<file path="src/assert_macros.svh">
// Assertion macros for the checker modules; used by jsc_back.
// No dependencies; included by the files that assert.
`ifndef ASSERT_MACROS_SVH
`define ASSERT_MACROS_SVH

// Clocked assertion, disabled while reset is low.
`define JSC_ASSERT(lbl, clk, rst_n, prop, msg) \
  lbl: assert property (@(posedge clk) disable iff (!rst_n) prop) else $error(msg);

// Same, on the house clock and reset names.
`define JSC_ASSERT_STD(lbl, prop, msg) \
  `JSC_ASSERT(lbl, clk_i, rst_ni, prop, msg)

`endif

</file>
<file path="src/jsc_pkg.sv">
// Types and constants of the JSON structure checker.
// No dependencies; used by every module of the block.
package jsc_pkg;

  typedef enum logic [1:0] {
    FUNC_COMMIT  = 2'd0,
    FUNC_PROBE   = 2'd1,
    FUNC_RESTART = 2'd2
  } func_e;

  typedef enum logic [2:0] {
    PM_ROOT   = 3'd0,
    PM_KEY    = 3'd1,
    PM_KEYSTR = 3'd2,
    PM_COLON  = 3'd3,
    PM_VALUE  = 3'd4,
    PM_STRING = 3'd5,
    PM_DELIM  = 3'd6,
    PM_ERROR  = 3'd7
  } pmode_e;

  localparam logic [7:0] CH_LBRACE = 8'h7B;
  localparam logic [7:0] CH_LBRACK = 8'h5B;
  localparam logic [7:0] CH_RBRACE = 8'h7D;
  localparam logic [7:0] CH_RBRACK = 8'h5D;
  localparam logic [7:0] CH_COLON  = 8'h3A;
  localparam logic [7:0] CH_COMMA  = 8'h2C;
  localparam logic [7:0] CH_QUOTE  = 8'h22;
  localparam logic [7:0] CH_BSLASH = 8'h5C;

  localparam int unsigned FIFO_DEPTH = 2;

  typedef struct packed {
    logic ws;
    logic open_obj;
    logic open_arr;
    logic close_obj;
    logic close_arr;
    logic quote;
    logic colon;
    logic comma;
    logic bslash;
    logic prim_start;
    logic lit_cont;
  } cls_t;

  typedef struct packed {
    logic [1:0] func;
    logic       first;
    logic       last;
    cls_t       cls;
  } item_t;

  typedef struct packed {
    logic        char_ok;
    logic        token_ok;
    logic        token_done;
    logic        doc_complete;
    logic        in_error;
    logic [5:0]  nest_level;
    logic [31:0] accepted_count;
    logic [31:0] rejected_count;
  } res_t;

endpackage

</file>
<file path="src/jsc_back.sv">
// Back end: committed and shadow parse contexts, counters, result register.
// Depends on jsc_pkg and assert_macros.svh; fed by jsc_fifo.
`include "assert_macros.svh"

module jsc_back #(
  parameter int unsigned MAX_NEST = 32
) (
  input  logic           clk_i,
  input  logic           rst_ni,
  input  logic           item_valid_i,
  output logic           item_ready_o,
  input  jsc_pkg::item_t item_i,
  output logic           out_valid_o,
  input  logic           out_ready_i,
  output jsc_pkg::res_t  res_o
);

  localparam int unsigned DW = $clog2(MAX_NEST + 1);
  localparam int unsigned IW = (MAX_NEST > 1) ? $clog2(MAX_NEST) : 1;

  // committed context
  jsc_pkg::pmode_e     live_mode_q, live_mode_d;
  logic [DW-1:0]       live_depth_q, live_depth_d;
  logic [MAX_NEST-1:0] live_stack_q, live_stack_d;
  logic                live_esc_q, live_esc_d;
  logic                live_done_q, live_done_d;
  logic                live_skip_q, live_skip_d;
  // shadow context
  jsc_pkg::pmode_e     sh_mode_q, sh_mode_d;
  logic [DW-1:0]       sh_depth_q, sh_depth_d;
  logic [MAX_NEST-1:0] sh_stack_q, sh_stack_d;
  logic                sh_esc_q, sh_esc_d;
  logic                sh_done_q, sh_done_d;
  logic                sh_skip_q, sh_skip_d;

  logic [31:0] acc_q, acc_d, rej_q, rej_d;

  logic          out_valid_q;
  jsc_pkg::res_t res_q, res_d;
  logic          fire;

  // context the current beat works on
  jsc_pkg::pmode_e     src_mode;
  logic [DW-1:0]       src_depth;
  logic [MAX_NEST-1:0] src_stack;
  logic                src_esc, src_done, src_skip;

  // context after one character
  jsc_pkg::pmode_e     f_mode;
  logic [DW-1:0]       f_depth;
  logic [MAX_NEST-1:0] f_stack;
  logic                f_esc, f_done, f_ok;

  logic [IW-1:0] tix;
  logic          top_bit, depth_nz, can_push, push_req, pop_req;
  jsc_pkg::cls_t cls;
  logic          char_ok, token_ok, token_done, tok_skip;

  assign item_ready_o = !out_valid_q || out_ready_i;
  assign fire         = item_valid_i && item_ready_o;
  assign cls          = item_i.cls;

  always_comb begin
    src_mode  = live_mode_q;
    src_depth = live_depth_q;
    src_stack = live_stack_q;
    src_esc   = live_esc_q;
    src_done  = live_done_q;
    src_skip  = item_i.first ? 1'b0 : live_skip_q;
    if (item_i.func == jsc_pkg::FUNC_PROBE && !item_i.first) begin
      src_mode  = sh_mode_q;
      src_depth = sh_depth_q;
      src_stack = sh_stack_q;
      src_esc   = sh_esc_q;
      src_done  = sh_done_q;
      src_skip  = sh_skip_q;
    end
  end

  assign tix      = IW'(src_depth - DW'(1));
  assign top_bit  = src_stack[tix];
  assign depth_nz = (src_depth != '0);
  assign can_push = (src_depth < DW'(MAX_NEST));

  always_comb begin
    f_ok     = 1'b0;
    f_mode   = src_mode;
    f_depth  = src_depth;
    f_stack  = src_stack;
    f_esc    = src_esc;
    f_done   = src_done;
    push_req = 1'b0;
    pop_req  = 1'b0;
    if (src_done) begin
      f_ok = cls.ws;
    end else begin
      case (src_mode)
        jsc_pkg::PM_ROOT: begin
          if (cls.ws) f_ok = 1'b1;
          else if (cls.open_obj || cls.open_arr) push_req = 1'b1;
        end
        jsc_pkg::PM_KEY: begin
          if (cls.ws && !src_esc) begin
            f_ok = 1'b1;
          end else if (cls.close_obj && depth_nz && top_bit) begin
            pop_req = 1'b1;
          end else begin
            f_ok = 1'b1;
            if (cls.quote) f_mode = jsc_pkg::PM_KEYSTR;
          end
        end
        jsc_pkg::PM_KEYSTR, jsc_pkg::PM_STRING: begin
          f_ok = 1'b1;
          if (src_esc) begin
            f_esc = 1'b0;
          end else if (cls.bslash) begin
            f_esc = 1'b1;
          end else if (cls.quote) begin
            f_mode = (src_mode == jsc_pkg::PM_KEYSTR) ? jsc_pkg::PM_COLON : jsc_pkg::PM_DELIM;
          end
        end
        jsc_pkg::PM_COLON: begin
          if (cls.ws) begin
            f_ok = 1'b1;
          end else if (cls.colon) begin
            f_ok   = 1'b1;
            f_mode = jsc_pkg::PM_VALUE;
          end
        end
        jsc_pkg::PM_VALUE: begin
          if (cls.ws) begin
            f_ok = 1'b1;
          end else if (cls.open_obj || cls.open_arr) begin
            push_req = 1'b1;
          end else if (cls.close_arr) begin
            pop_req = depth_nz && !top_bit;
          end else if (cls.quote) begin
            f_ok   = 1'b1;
            f_mode = jsc_pkg::PM_STRING;
          end else if (cls.prim_start) begin
            f_ok   = 1'b1;
            f_mode = jsc_pkg::PM_DELIM;
          end
        end
        jsc_pkg::PM_DELIM: begin
          if (cls.ws || cls.lit_cont) begin
            f_ok = 1'b1;
          end else if (cls.comma) begin
            if (depth_nz) begin
              f_ok   = 1'b1;
              f_mode = top_bit ? jsc_pkg::PM_KEY : jsc_pkg::PM_VALUE;
            end
          end else if (cls.close_obj) begin
            pop_req = depth_nz && top_bit;
          end else if (cls.close_arr) begin
            pop_req = depth_nz && !top_bit;
          end
        end
        default: f_ok = 1'b0;
      endcase
    end
    if (push_req && can_push) begin
      f_ok                     = 1'b1;
      f_stack[src_depth[IW-1:0]] = cls.open_obj;
      f_depth                  = src_depth + DW'(1);
      f_mode                   = cls.open_obj ? jsc_pkg::PM_KEY : jsc_pkg::PM_VALUE;
    end
    if (pop_req) begin
      f_ok    = 1'b1;
      f_depth = src_depth - DW'(1);
      f_mode  = jsc_pkg::PM_DELIM;
      if (src_depth == DW'(1)) f_done = 1'b1;
    end
  end

  always_comb begin
    live_mode_d  = live_mode_q;
    live_depth_d = live_depth_q;
    live_stack_d = live_stack_q;
    live_esc_d   = live_esc_q;
    live_done_d  = live_done_q;
    live_skip_d  = live_skip_q;
    sh_mode_d    = sh_mode_q;
    sh_depth_d   = sh_depth_q;
    sh_stack_d   = sh_stack_q;
    sh_esc_d     = sh_esc_q;
    sh_done_d    = sh_done_q;
    sh_skip_d    = sh_skip_q;
    acc_d        = acc_q;
    rej_d        = rej_q;
    char_ok      = 1'b0;
    token_ok     = 1'b0;
    token_done   = 1'b0;
    tok_skip     = src_skip;
    case (item_i.func)
      jsc_pkg::FUNC_COMMIT: begin
        if (!src_skip) begin
          char_ok = f_ok;
          if (f_ok) begin
            live_mode_d  = f_mode;
            live_depth_d = f_depth;
            live_stack_d = f_stack;
            live_esc_d   = f_esc;
            live_done_d  = f_done;
          end else begin
            live_mode_d = jsc_pkg::PM_ERROR;
            tok_skip    = 1'b1;
            rej_d       = rej_q + 32'd1;
          end
        end
        live_skip_d = tok_skip;
        if (item_i.last) begin
          token_done  = 1'b1;
          token_ok    = !tok_skip;
          live_skip_d = 1'b0;
          if (!tok_skip) acc_d = acc_q + 32'd1;
        end
      end
      jsc_pkg::FUNC_PROBE: begin
        sh_mode_d  = src_mode;
        sh_depth_d = src_depth;
        sh_stack_d = src_stack;
        sh_esc_d   = src_esc;
        sh_done_d  = src_done;
        if (!src_skip) begin
          char_ok = f_ok;
          if (f_ok) begin
            sh_mode_d  = f_mode;
            sh_depth_d = f_depth;
            sh_stack_d = f_stack;
            sh_esc_d   = f_esc;
            sh_done_d  = f_done;
          end else begin
            tok_skip = 1'b1;
          end
        end
        sh_skip_d = tok_skip;
        if (item_i.last) begin
          token_done = 1'b1;
          token_ok   = !tok_skip;
        end
      end
      jsc_pkg::FUNC_RESTART: begin
        live_mode_d  = jsc_pkg::PM_ROOT;
        live_depth_d = '0;
        live_stack_d = '0;
        live_esc_d   = 1'b0;
        live_done_d  = 1'b0;
        live_skip_d  = 1'b0;
        sh_mode_d    = jsc_pkg::PM_ROOT;
        sh_depth_d   = '0;
        sh_stack_d   = '0;
        sh_esc_d     = 1'b0;
        sh_done_d    = 1'b0;
        sh_skip_d    = 1'b0;
        acc_d        = '0;
        rej_d        = '0;
      end
      default: ;
    endcase
    res_d.char_ok        = char_ok;
    res_d.token_ok       = token_ok;
    res_d.token_done     = token_done;
    res_d.doc_complete   = live_done_d;
    res_d.in_error       = (live_mode_d == jsc_pkg::PM_ERROR);
    res_d.nest_level     = 6'(live_depth_d);
    res_d.accepted_count = acc_d;
    res_d.rejected_count = rej_d;
  end

  always_ff @(posedge clk_i or negedge rst_ni) begin
    if (!rst_ni) begin
      live_mode_q  <= jsc_pkg::PM_ROOT;
      live_depth_q <= '0;
      live_stack_q <= '0;
      live_esc_q   <= 1'b0;
      live_done_q  <= 1'b0;
      live_skip_q  <= 1'b0;
      sh_mode_q    <= jsc_pkg::PM_ROOT;
      sh_depth_q   <= '0;
      sh_stack_q   <= '0;
      sh_esc_q     <= 1'b0;
      sh_done_q    <= 1'b0;
      sh_skip_q    <= 1'b0;
      acc_q        <= '0;
      rej_q        <= '0;
      out_valid_q  <= 1'b0;
    end else begin
      if (fire) begin
        live_mode_q  <= live_mode_d;
        live_depth_q <= live_depth_d;
        live_stack_q <= live_stack_d;
        live_esc_q   <= live_esc_d;
        live_done_q  <= live_done_d;
        live_skip_q  <= live_skip_d;
        sh_mode_q    <= sh_mode_d;
        sh_depth_q   <= sh_depth_d;
        sh_stack_q   <= sh_stack_d;
        sh_esc_q     <= sh_esc_d;
        sh_done_q    <= sh_done_d;
        sh_skip_q    <= sh_skip_d;
        acc_q        <= acc_d;
        rej_q        <= rej_d;
        out_valid_q  <= 1'b1;
      end else if (out_ready_i) begin
        out_valid_q <= 1'b0;
      end
    end
  end

  always_ff @(posedge clk_i) begin
    if (fire) begin
      res_q <= res_d;
    end
  end

  assign out_valid_o = out_valid_q;
  assign res_o       = res_q;

  `JSC_ASSERT_STD(a_restart_clears, fire && item_i.func == jsc_pkg::FUNC_RESTART |=> out_valid_q && res_q.nest_level == '0 && res_q.accepted_count == '0 && res_q.rejected_count == '0, "restart left status")
  `JSC_ASSERT_STD(a_tok_ok_done, out_valid_q && res_q.token_ok |-> res_q.token_done, "token verdict without token end")
  `JSC_ASSERT_STD(a_depth_bound, live_depth_q <= DW'(MAX_NEST) && sh_depth_q <= DW'(MAX_NEST), "nesting depth beyond limit")

endmodule

</file>
<file path="config.mk">
export PLATFORM = sky130hd
export DESIGN_NAME = jsc_back
export DESIGN_NICKNAME = d
export VERILOG_FILES = /design/src/jsc_pkg.sv /design/src/jsc_back.sv
export VERILOG_INCLUDE_DIRS = /design/src /design/src/src
export SDC_FILE = /design/constraint.sdc
export NUM_CORES = 1
export LEC_CHECK = 0
export BUFFER_PORTS_ARGS = -buffer_cell sky130_fd_sc_hd__buf_2
export CAP_MARGIN = 15
export CORE_UTILIZATION = 61
export DETAILED_ROUTE_END_ITERATION = 8
export PLACE_DENSITY = 0.8
export SYNTH_ARGS = -nofsm -noshare
export SYNTH_HDL_FRONTEND = slang
export SYNTH_SLANG_ARGS = --single-unit
</file>
<file path="constraint.sdc">
create_clock -name clk_i -period 5.3 [get_ports clk_i]
set_input_delay 0.53 -clock clk_i [delete_from_list [all_inputs] [get_ports clk_i]]
set_output_delay 0.53 -clock clk_i [all_outputs]
set_load 0.02 [all_outputs]
</file>
# Word-level counts from Yosys, hierarchy flattened

Cells that the tools add are included.

Logic and storage cells: 199
Input bits: 19
Output and inout port bits: 77
Flip-flop bits (word level): 228

Bitwise gates (word level): 1
Multiplexer cells: 124
Order comparisons: 4
Add/subtract/negate cells: 4
Equal/unequal tests: 12
Reductions and logical operators: 31

Operators with widths:

| operator                | count |
|---|---|
| $mux W32                | 10 |
| $pmux W32 S2            | 4 |
| $mux W3                 | 27 |
| $add A32 B1 Y32 const B | 2 |
| $mux W1                 | 59 |
| $mux W6                 | 7 |
| $bwmux W32              | 1 |
| $pmux W6 S2             | 2 |
| $pmux W3 S5             | 1 |
| $pmux W1 S2             | 7 |
| $eq A3 B3 Y1 const B    | 4 |
| $lt A5 B6 Y1 const B    | 2 |
| $pmux W3 S2             | 2 |
| $logic_and A1 B1 Y1     | 9 |
| $reduce_or A2 Y1        | 4 |
| $add A6 B1 Y6 const B   | 1 |
| $eq A3 B2 Y1 const B    | 2 |
| $eq A6 B1 Y1 const B    | 1 |
| $logic_not A1 Y1        | 6 |
| $lt A6 B6 Y1 const B    | 1 |
| $pmux W1 S6             | 1 |
| $reduce_bool A2 Y1      | 3 |
| $reduce_bool A6 Y1      | 1 |
| $sub A6 B1 Y6 const B   | 1 |
| 14 further kinds        | 18 |

# Logic depth before layout (Yosys ltp)

Gate-level depths: netlist of the first run.

Word-level depth: 21
Depth in mapped cells: 19
Mapped depth without buffers: 12

# Least setup slack after synthesis of the first run

OpenSTA, ideal clock, no wires.

Path type: input-to-reg
Start: input item_i[14] in the netlist's numbering
End: register res_q, in the netlist res_o[58], data pin
Arrival: 3,910 ps
Path slack: 1,131 ps
Buffers on the path: 4
Stages: 16
Cell sequence: inv_1 -> ha_1 -> nor2b_1 -> buf_6 -> mux2i_2 -> buf_4 -> mux4_2 -> mux2i_1 -> o32ai_2 -> nor2_4 -> mux2_4 -> buf_6 -> a21oi_1 -> buf_2 -> a31oi_1 -> or2_1

Longest elaborated chain between the ends: 21
Elaborated cells on any way between the ends: 59
Classes of those cells: add/sub (1); order compare (1); eq/ne (8); mux (35); reduce/logical (14)

RTL lines:

| item                          | line                             | RTL |
|---|---|---|
| from (decl)                   | jsc_back.sv:12                   | `input jsc_pkg::item_t item_i,` |
| $eq A2 B1 Y1                  | jsc_back.sv:70                   | `if (item_i.func == jsc_pkg::FUNC_PROBE && !item_i.first) begin` |
| $logic_and A1 B1 Y1           | jsc_back.sv:70                   |  |
| $mux W6                       | jsc_back.sv:70                   |  |
| $sub A6 B1 Y6                 | n/a                              |  |
| $bmux W1 S5                   | jsc_back.sv:81                   | `assign top_bit = src_stack[tix];` |
| $mux W1 (not written as such) | jsc_back.sv:81                   |  |
| $logic_not A1 Y1              | jsc_back.sv:136, jsc_back.sv:156 |  |
| $logic_and A1 B1 Y1           | jsc_back.sv:136, jsc_back.sv:156 |  |
| [6 not listed]                | n/a                              |  |
| $mux W1                       | jsc_back.sv:168                  | `if (pop_req) begin` |
| $mux W1                       | jsc_back.sv:199                  | `if (f_ok) begin` |
| $mux W1                       | jsc_back.sv:197                  | `if (!src_skip) begin` |
| $mux W1                       | jsc_back.sv:195                  | `case (item_i.func)` |
| $mux W32                      | jsc_back.sv:216                  | `if (!tok_skip) acc_d = acc_q + 32'd1;` |
| $mux W32                      | jsc_back.sv:212                  | `if (item_i.last) begin` |
| $pmux W32 S2 (*)              | jsc_back.sv:195                  |  |
| net acc_d[26]                 | jsc_back.sv:36                   | `logic [31:0] acc_q, acc_d, rej_q, rej_d;` |
| to (signal assigned)          | jsc_back.sv:313                  | `res_q <= res_d;` |
| to (decl)                     | jsc_back.sv:39                   | `jsc_pkg::res_t res_q, res_d;` |

The timed path passes the listed nets; every way through them passes the cells marked *. The select of a mux whose other input is x is not followed.
A chain may end at the register's enable or synchronous reset.

# Final worst setup path of the first run

Start: input item_i[14] in the netlist's numbering
End: register res_q, in the netlist res_o[54], data pin

Same word-level chain as after synthesis.

==> results of run 1 <==
[metrics by stage]
step | area, um2 | worst slack [ns] | util | cells | hold WS [ns]
detailed placement | 14400 | 0.514 | 0.659 | 1790 | 0.468
finish | 15300 | 0.909 | 0.701 | 1841 | 0.208
floorplan | 13600 | 1.13 | - | 1459 | 0.234
global route | 15300 | 0.737 | 0.701 | 1840 | 0.207
global placement | 14400 | 0.564 | 0.659 | 1790 | 0.457
CTS | 15300 | 1.04 | 0.701 | 1839 | 0.195
[critical path, cell delays in order]
cell and delay (ns):
buf_2 0.09, inv_1 0.05, ha_1 0.29, nand2b_2 0.25, buf_4 0.33, mux2i_1 0.60, o41ai_2 0.20, nor3b_2 0.18
o32ai_1 0.19, o22ai_1 0.26, a21oi_2 0.59, o21ai_1 0.21, buf_4 0.24, o311ai_0 0.46, o41ai_1 0.14
[layer usage]
metal,wire (um),vias up,GRT usage
met3,3230,142,0.0539
met5,0,-,0
met1,15400,5936,0.438
met4,1760,0,0.172
li1,-,5729,-
met2,18400,681,0.563
[placed cells by master (no fill, tap or decap), types with 23 or more instances in the layout]
| cell type | netlist | routed |
|---|---|---|
| a21oi_1 | 58 | 58 |
| a22oi_1 | 24 | 24 |
| a31oi_1 | 31 | 31 |
| buf_2 | 18 | 94 |
| buf_4 | 4 | 58 |
| clkbuf_16 | 0 | 29 |
| dfrtp_1 | 153 | 153 |
| edfxtp_1 | 75 | 75 |
| inv_1 | 35 | 34 |
| mux2i_1 | 59 | 59 |
| nand2_1 | 229 | 227 |
| nand3_1 | 93 | 93 |
| nor2_1 | 71 | 71 |
| nor3_1 | 40 | 40 |
| o211ai_1 | 40 | 40 |
| o21ai_0 | 93 | 92 |
| o31ai_1 | 24 | 24 |
| or4_1 | 23 | 23 |
[power breakdown]
group	switching (uW)	leakage (uW)	internal (uW)	total, uW
Clock	744	0.000444	1130	1880
Sequential	156	0.00271	1980	2140
Combinational	892	0.00316	460	1350
[cell families (layout without fill, tap and decap cells)]
| logic type | count (synthesis) | in the layout | share of synthesized area |
|---|---|---|---|
| adders and majority gates | 5 | 5 | 0.00461 |
| other | 0 | 2 | 0 |
| and+or+nand+nor | 574 | 574 | 0.205 |
| AOI/OAI and AO/OA | 417 | 417 | 0.215 |
| DFF | 228 | 228 | 0.448 |
| buffers and inverters | 137 | 237 | 0.0451 |
| muxes | 91 | 91 | 0.0759 |
| xor gates and xnor gates | 7 | 7 | 0.00590 |
[final cells by class]
type | count | area (um2) | share of cell area
Antenna cell | 2 | 5.00 | 0.000327
Clock buffer | 38 | 790 | 0.0516
Clock inverter | 10 | 109 | 0.00711
Inverter | 35 | 134 | 0.00875
Multi-Input combinational cell | 1094 | 6910 | 0.451
Sequential cell | 228 | 6080 | 0.397
Tap cell | 280 | 350 | 0.0229
Timing Repair Buffer | 154 | 927 | 0.0606
[state kept, by name, indices dropped and copies added (netlist names), 3 cells and up]
| register | cells |
|---|---|
| rej_q | 32 |
| sh_stack_q | 32 |
| live_depth_q | 6 |
| acc_q | 32 |
| live_mode_q | 3 |
| live_stack_q | 32 |
| sh_depth_q | 6 |
| res_o | 75 |
| sh_mode_q | 3 |
[worst paths after layout]
kind	start	endpoint	cells after the start
worst max-delay path	item_i[14]	res_o[54]$_DFFE_PP_	15
min in group asynchronous	rst_ni	rej_q[26]$_DFFE_PN0P_	2
worst max register to register	sh_depth_q[0]$_DFFE_PN0P_	res_o[54]$_DFFE_PP_	12
worst min register to register	sh_stack_q[15]$_DFFE_PN0P_	sh_stack_q[15]$_DFFE_PN0P_	2
worst min-delay path	item_valid_i	out_valid_o$_DFFE_PN0P_	2
max in group asynchronous	rst_ni	live_stack_q[2]$_DFFE_PN0P_	3
==> impl_metrics.csv, run 1 <==
group,metric,value,unit
hold_path,hp-class,"input port to register",
timing,min_period,4.39,ns
grt,grt-ovfl-total,0,
timing,slew_headroom,0.305,
cts,worstSkewPairLatency,0.54,ns
detailed_routing,wl_per_cell,21.1,um
die,boundaryPins,96,
yosys,ys_warn_count,0,
yosys,seq_area_frac_synth,0.448,
cts,cts.clk_slew.worst_paths,0.06,ns
cts,clock_sinks,228,
cts,clk_path_buf_depth,3,
yosys,yosys.area.top_type_share,0.282,
yosys,synth_top_flop_cell,"dfrtp_1",
setup_path,worstPathMaxFanout,18,
yosys,synth_edf_count,75,
cts,cts_buffers,26,
finish,syn2layout_area_growth,12.8,%
cts,clock-root-buffer,"clkbuf_16",
detailed_routing,wl,38800,um
cts,postCtsSetupBuffers,0,
grt,grt_pass1_vias,11961,
yosys,ys_top_cells_by_count,"nand2_1 (229), dfrtp_1 (153), nand3_1 (93), o21ai_0 (93), edfxtp_1 (75)",
outcome,outcome,"finished, final reports clean",
setup_path,worstSetupStartpointType,"input port",
finish,fillers,1622,
yosys,synth-seq-cells,228,
die,dieArea,22800,um2
cts,cts_tree,"built",
timing,tightest_slew,1.04,ns
setup_path,arrival,4.65,ns
detailed_routing,route.vias.total,12488,
setup_path,r2r_slack,0.98,ns
timing,hold_viol_final,0,
placement,gp_congestion,0.965,
grt,grt_util_all_layers,0.342,
yosys,synth_nets,1483,
grt,grt_pass1_wl,61600,um
power_and_ir_drop,p_total,5370,uW
grt,antenna_found_initial,2,
detailed_routing,drtAntennaViolNets,0,
yosys,ys_async_sr_fraction,0.671,
yosys,syn_area_per_cell,9.30,um2
timing,finalCritPeriodShare,0.828,
cts,post_cts_resized,0,
yosys,syn_area,13600,um2
cts,ctsHtreeMaxLevel,1,
yosys,synth.distinct_cells,86,
timing,drv_slew,0,
placement,io_buffers,95,
yosys,synth_area_leader_cell,"dfrtp_1",
die,core_area,21800,um2
power_and_ir_drop,p_leak,0.00632,uW
power_and_ir_drop,p_per_area,351,nW/um2
setup_path,criticalPathCategory,"input port to register",
setup_path,cp.required,5.56,ns
power_and_ir_drop,vdd_drop_max,0.222,mV
grt,grt_max_degree,97,
timing,max_freq,228,MHz
detailed_routing,dr.pass1.iters,5,
placement,dp_hpwl,25700,um
timing,setup_tns,0,ns
timing,rsz0062_at_grt,"false",
die,start_util,0.621,
yosys,synthTopCellsByArea,"dfrtp_1 (28%), edfxtp_1 (17%), nand2_1 (6.3%), mux2i_1 (4.4%), nand3_1 (3.4%)",
timing,finalClockSkew,0.0169,ns
detailed_routing,vias_per_cell,6.78,
yosys,synth_cells,1459,
detailed_routing,drtIter0Drc,1275,
cts,holdBufCountCts,1,
detailed_routing,drc,0,
yosys,post-synth-top-count-cell,"nand2_1",
finish,nets,1563,
setup_path,cp-end-kind,"register",
die,die_w,151,um
die,fp.dieH,151,um
timing,setup-violations-final,0,
finish,layout-drive-gt1-share,0.167,
run,maxCapViolCount,0,
die,rows,54,
Power figures use the tool's default switching activity.
==> run 2, diff against run 1 <==
clock period = 4.2 ns   (was 5.3 ns; I/O delays follow)
==> run 2 against run 1 <==
Register-to-register slack worse by 0.75 ns; critical path depth up 1; die area unchanged; clock-buffer cell count up 1; cell count up 6.6%; clock power up 17%; clock skew up 0.0014 ns; routed wire length up 6.5%; setup slack worse by 0.71 ns; critical endpoint is now res_o[45]$_DFFE_PP_; largest cell class unchanged; largest power group unchanged.
==> impl_metrics.csv, run 2 (synthesis results as in run 1) <==
group,metric,value,unit
setup_path,worstSetupStartpointType,"input port",
setup_path,r2r_slack,0.23,ns
cts,clock-root-buffer,"clkbuf_16",
detailed_routing,dr.pass1.iters,6,
timing,finalCritPeriodShare,0.951,
die,die_w,151,um
placement,io_buffers,95,
grt,top_usage_layer,"met2",
placement,dpl_cell_area,15500,um2
power_and_ir_drop,p_per_area,426,nW/um2
setup_path,cp.required,4.48,ns
detailed_routing,drtIter0Drc,1421,
finish,antenna_cells,0,
finish,layout_commonest_cell,"nand2_1",
detailed_routing,wl,41400,um
grt,grt_pass1_wl,66400,um
finish,fillers,1546,
setup_path,r2r_start,"sh_depth_q[0]$_DFFE_PN0P_",
setup_path,reg2reg_depth,10,
finish,final_cell_area,16300,um2
timing,setup-violations-final,0,
cts,worstSkewPairLatency,0.55,ns
detailed_routing,vias_per_cell,6.73,
timing,tightest_slew,0.968,ns
timing,min_period,4.00,ns
cts,clock_sinks,228,
detailed_routing,drtAntennaViolNets,0,
setup_path,arrival,4.27,ns
power_and_ir_drop,vdd_drop_max,0.337,mV
grt,antenna_found_initial,0,
die,fp.dieH,151,um
detailed_routing,drc,0,
timing,hold_viol_final,0,
grt,use_met1,0.488,
finish,layout-drive-gt1-share,0.225,
timing,rsz0062_at_grt,"false",
finish,syn2layout_area_growth,20.4,%
setup_path,cp-end-kind,"register",
cts,clk_path_buf_depth,3,
finish,nets,1686,
placement,gp_congestion,0.957,
cts,postCtsSetupBuffers,0,
cts,cts_buffers,26,
placement,dp_cells,1913,
cts,cts_tree,"built",
timing,finalClockSkew,0.0183,ns
grt,grt_max_degree,108,
timing,drv_slew,0,
timing,slew_headroom,0.355,
run,maxCapViolCount,0,
detailed_routing,route.vias.total,13200,
setup_path,crit_start,"item_i[14]",
setup_path,reg2reg_to,"acc_q[23]$_DFFE_PN0P_",
timing,max_freq,250,MHz
grt,gr-usage-met2,0.615,
detailed_routing,wl_per_cell,21.1,um
setup_path,criticalPathCategory,"input port to register",
setup_path,setup.worst_path.end,"res_o[45]$_DFFE_PP_",
setup_path,worstPathMaxFanout,11,
die,core_area,21800,um2
grt,grt_pass1_vias,12511,
die,boundaryPins,96,
grt,grt-ovfl-total,0,
finish,fin_cells,1962,
grt,grt_util_all_layers,0.371,
die,start_util,0.621,
cts,ctsHtreeMaxLevel,1,
hold_path,hp-class,"input port to register",
finish,final_cell_mix,"nand2_1 (227), buf_4 (166), dfrtp_1 (153)",
grt,use_met3,0.0449,
power_and_ir_drop,p_leak,0.00692,uW
placement,dp_hpwl,28000,um
die,rows,54,
outcome,outcome,"finished, final reports clean",
finish,largest_register_ffs,75,
die,dieArea,22800,um2
cts,cts.clk_slew.worst_paths,0.06,ns
## run 2: cell types whose count changed in the layout (fill, tap and decap cells not counted)
cell,before,now
buf_4,58,166
clkinv_2,6,2
a2111oi_0,2,1
bufinv_16,2,1
clkbuf_1,6,10
clkinv_8,0,1
clkinv_1,0,4
nor4b_2,0,2
a2111oi_2,0,1
clkbuf_16,29,26
inv_8,1,0
diode_2,2,0
buf_12,0,15
nor4b_1,2,0
## run 2: worst min-delay path by stage
stage	end	slack (ns)	cells past startpoint	startpoint
after global placement	rej_q[17]$_DFFE_PN0P_	0.38	1	rst_ni
after detailed placement	rej_q[17]$_DFFE_PN0P_	0.38	1	rst_ni
after CTS	out_valid_o$_DFFE_PN0P_	0.09	2	item_valid_i
after global routing	out_valid_o$_DFFE_PN0P_	0.12	2	item_valid_i
after floorplan	acc_q[0]$_DFFE_PN0P_	0.12	0	rst_ni
final	out_valid_o$_DFFE_PN0P_	0.10	2	item_valid_i
## run 2: cell type report
type	count	area, um2	share of cell area
Tap cell	280	350	0.0214
Clock buffer	39	729	0.0447
Inverter	35	134	0.00820
Sequential cell	228	6080	0.372
Multi-Input combinational cell	1094	6920	0.424
Clock inverter	9	78.8	0.00483
Timing Repair Buffer	277	2040	0.125
## run 2: layer usage
| metal | part of all wire | vias to the layer above |
|---|---|---|
| li1 | - | 5957 |
| met1 | 0.39 | 6331 |
| met2 | 0.48 | 761 |
| met3 | 0.082 | 151 |
| met4 | 0.045 | 0 |
| met5 | 0 | - |
## run 2: repair_timing
item                       CTS  global route
hold endpoints to repair    46             0
hold buffers                 1             0
setup endpoints to repair    0           114
resized for setup            0             4
## run 2: power breakdown
| group | total (uW) | leakage, uW | switching [uW] | internal (uW) |
|---|---|---|---|---|
| Sequential | 2700 | 0.00271 | 194 | 2500 |
| Combinational | 2070 | 0.00382 | 1230 | 847 |
| Clock | 2200 | 0.000389 | 938 | 1260 |
| Total | 6970 | 0.00692 | 2360 | 4610 |
## run 2: critical path, stage by stage
cell and delay, ns:
buf_2 0.11, inv_1 0.07, ha_1 0.28, nor2b_1 0.37, mux2i_2 0.30, buf_4 0.22
mux4_2 0.51, mux2i_1 0.23, o32ai_2 0.16, nor2_4 0.15, mux2i_2 0.46, buf_4 0.29
o211ai_1 0.10, buf_4 0.19, o21ai_0 0.24, o21ai_0 0.16
## run 2: metrics by stage
step	setup TNS (ns)	setup WS, ns	util	power (uW)	hold slack (ns)
after detailed placement	-28.17	-0.297	0.710	4730	0.380
after global routing	0	0.00951	0.749	7230	0.122
after CTS	0	0.0824	0.748	6910	0.0904
final	0	0.204	0.749	6970	0.101
after floorplan	0	0.141	-	3860	0.124
after global placement	-5.44	-0.164	0.710	4680	0.376
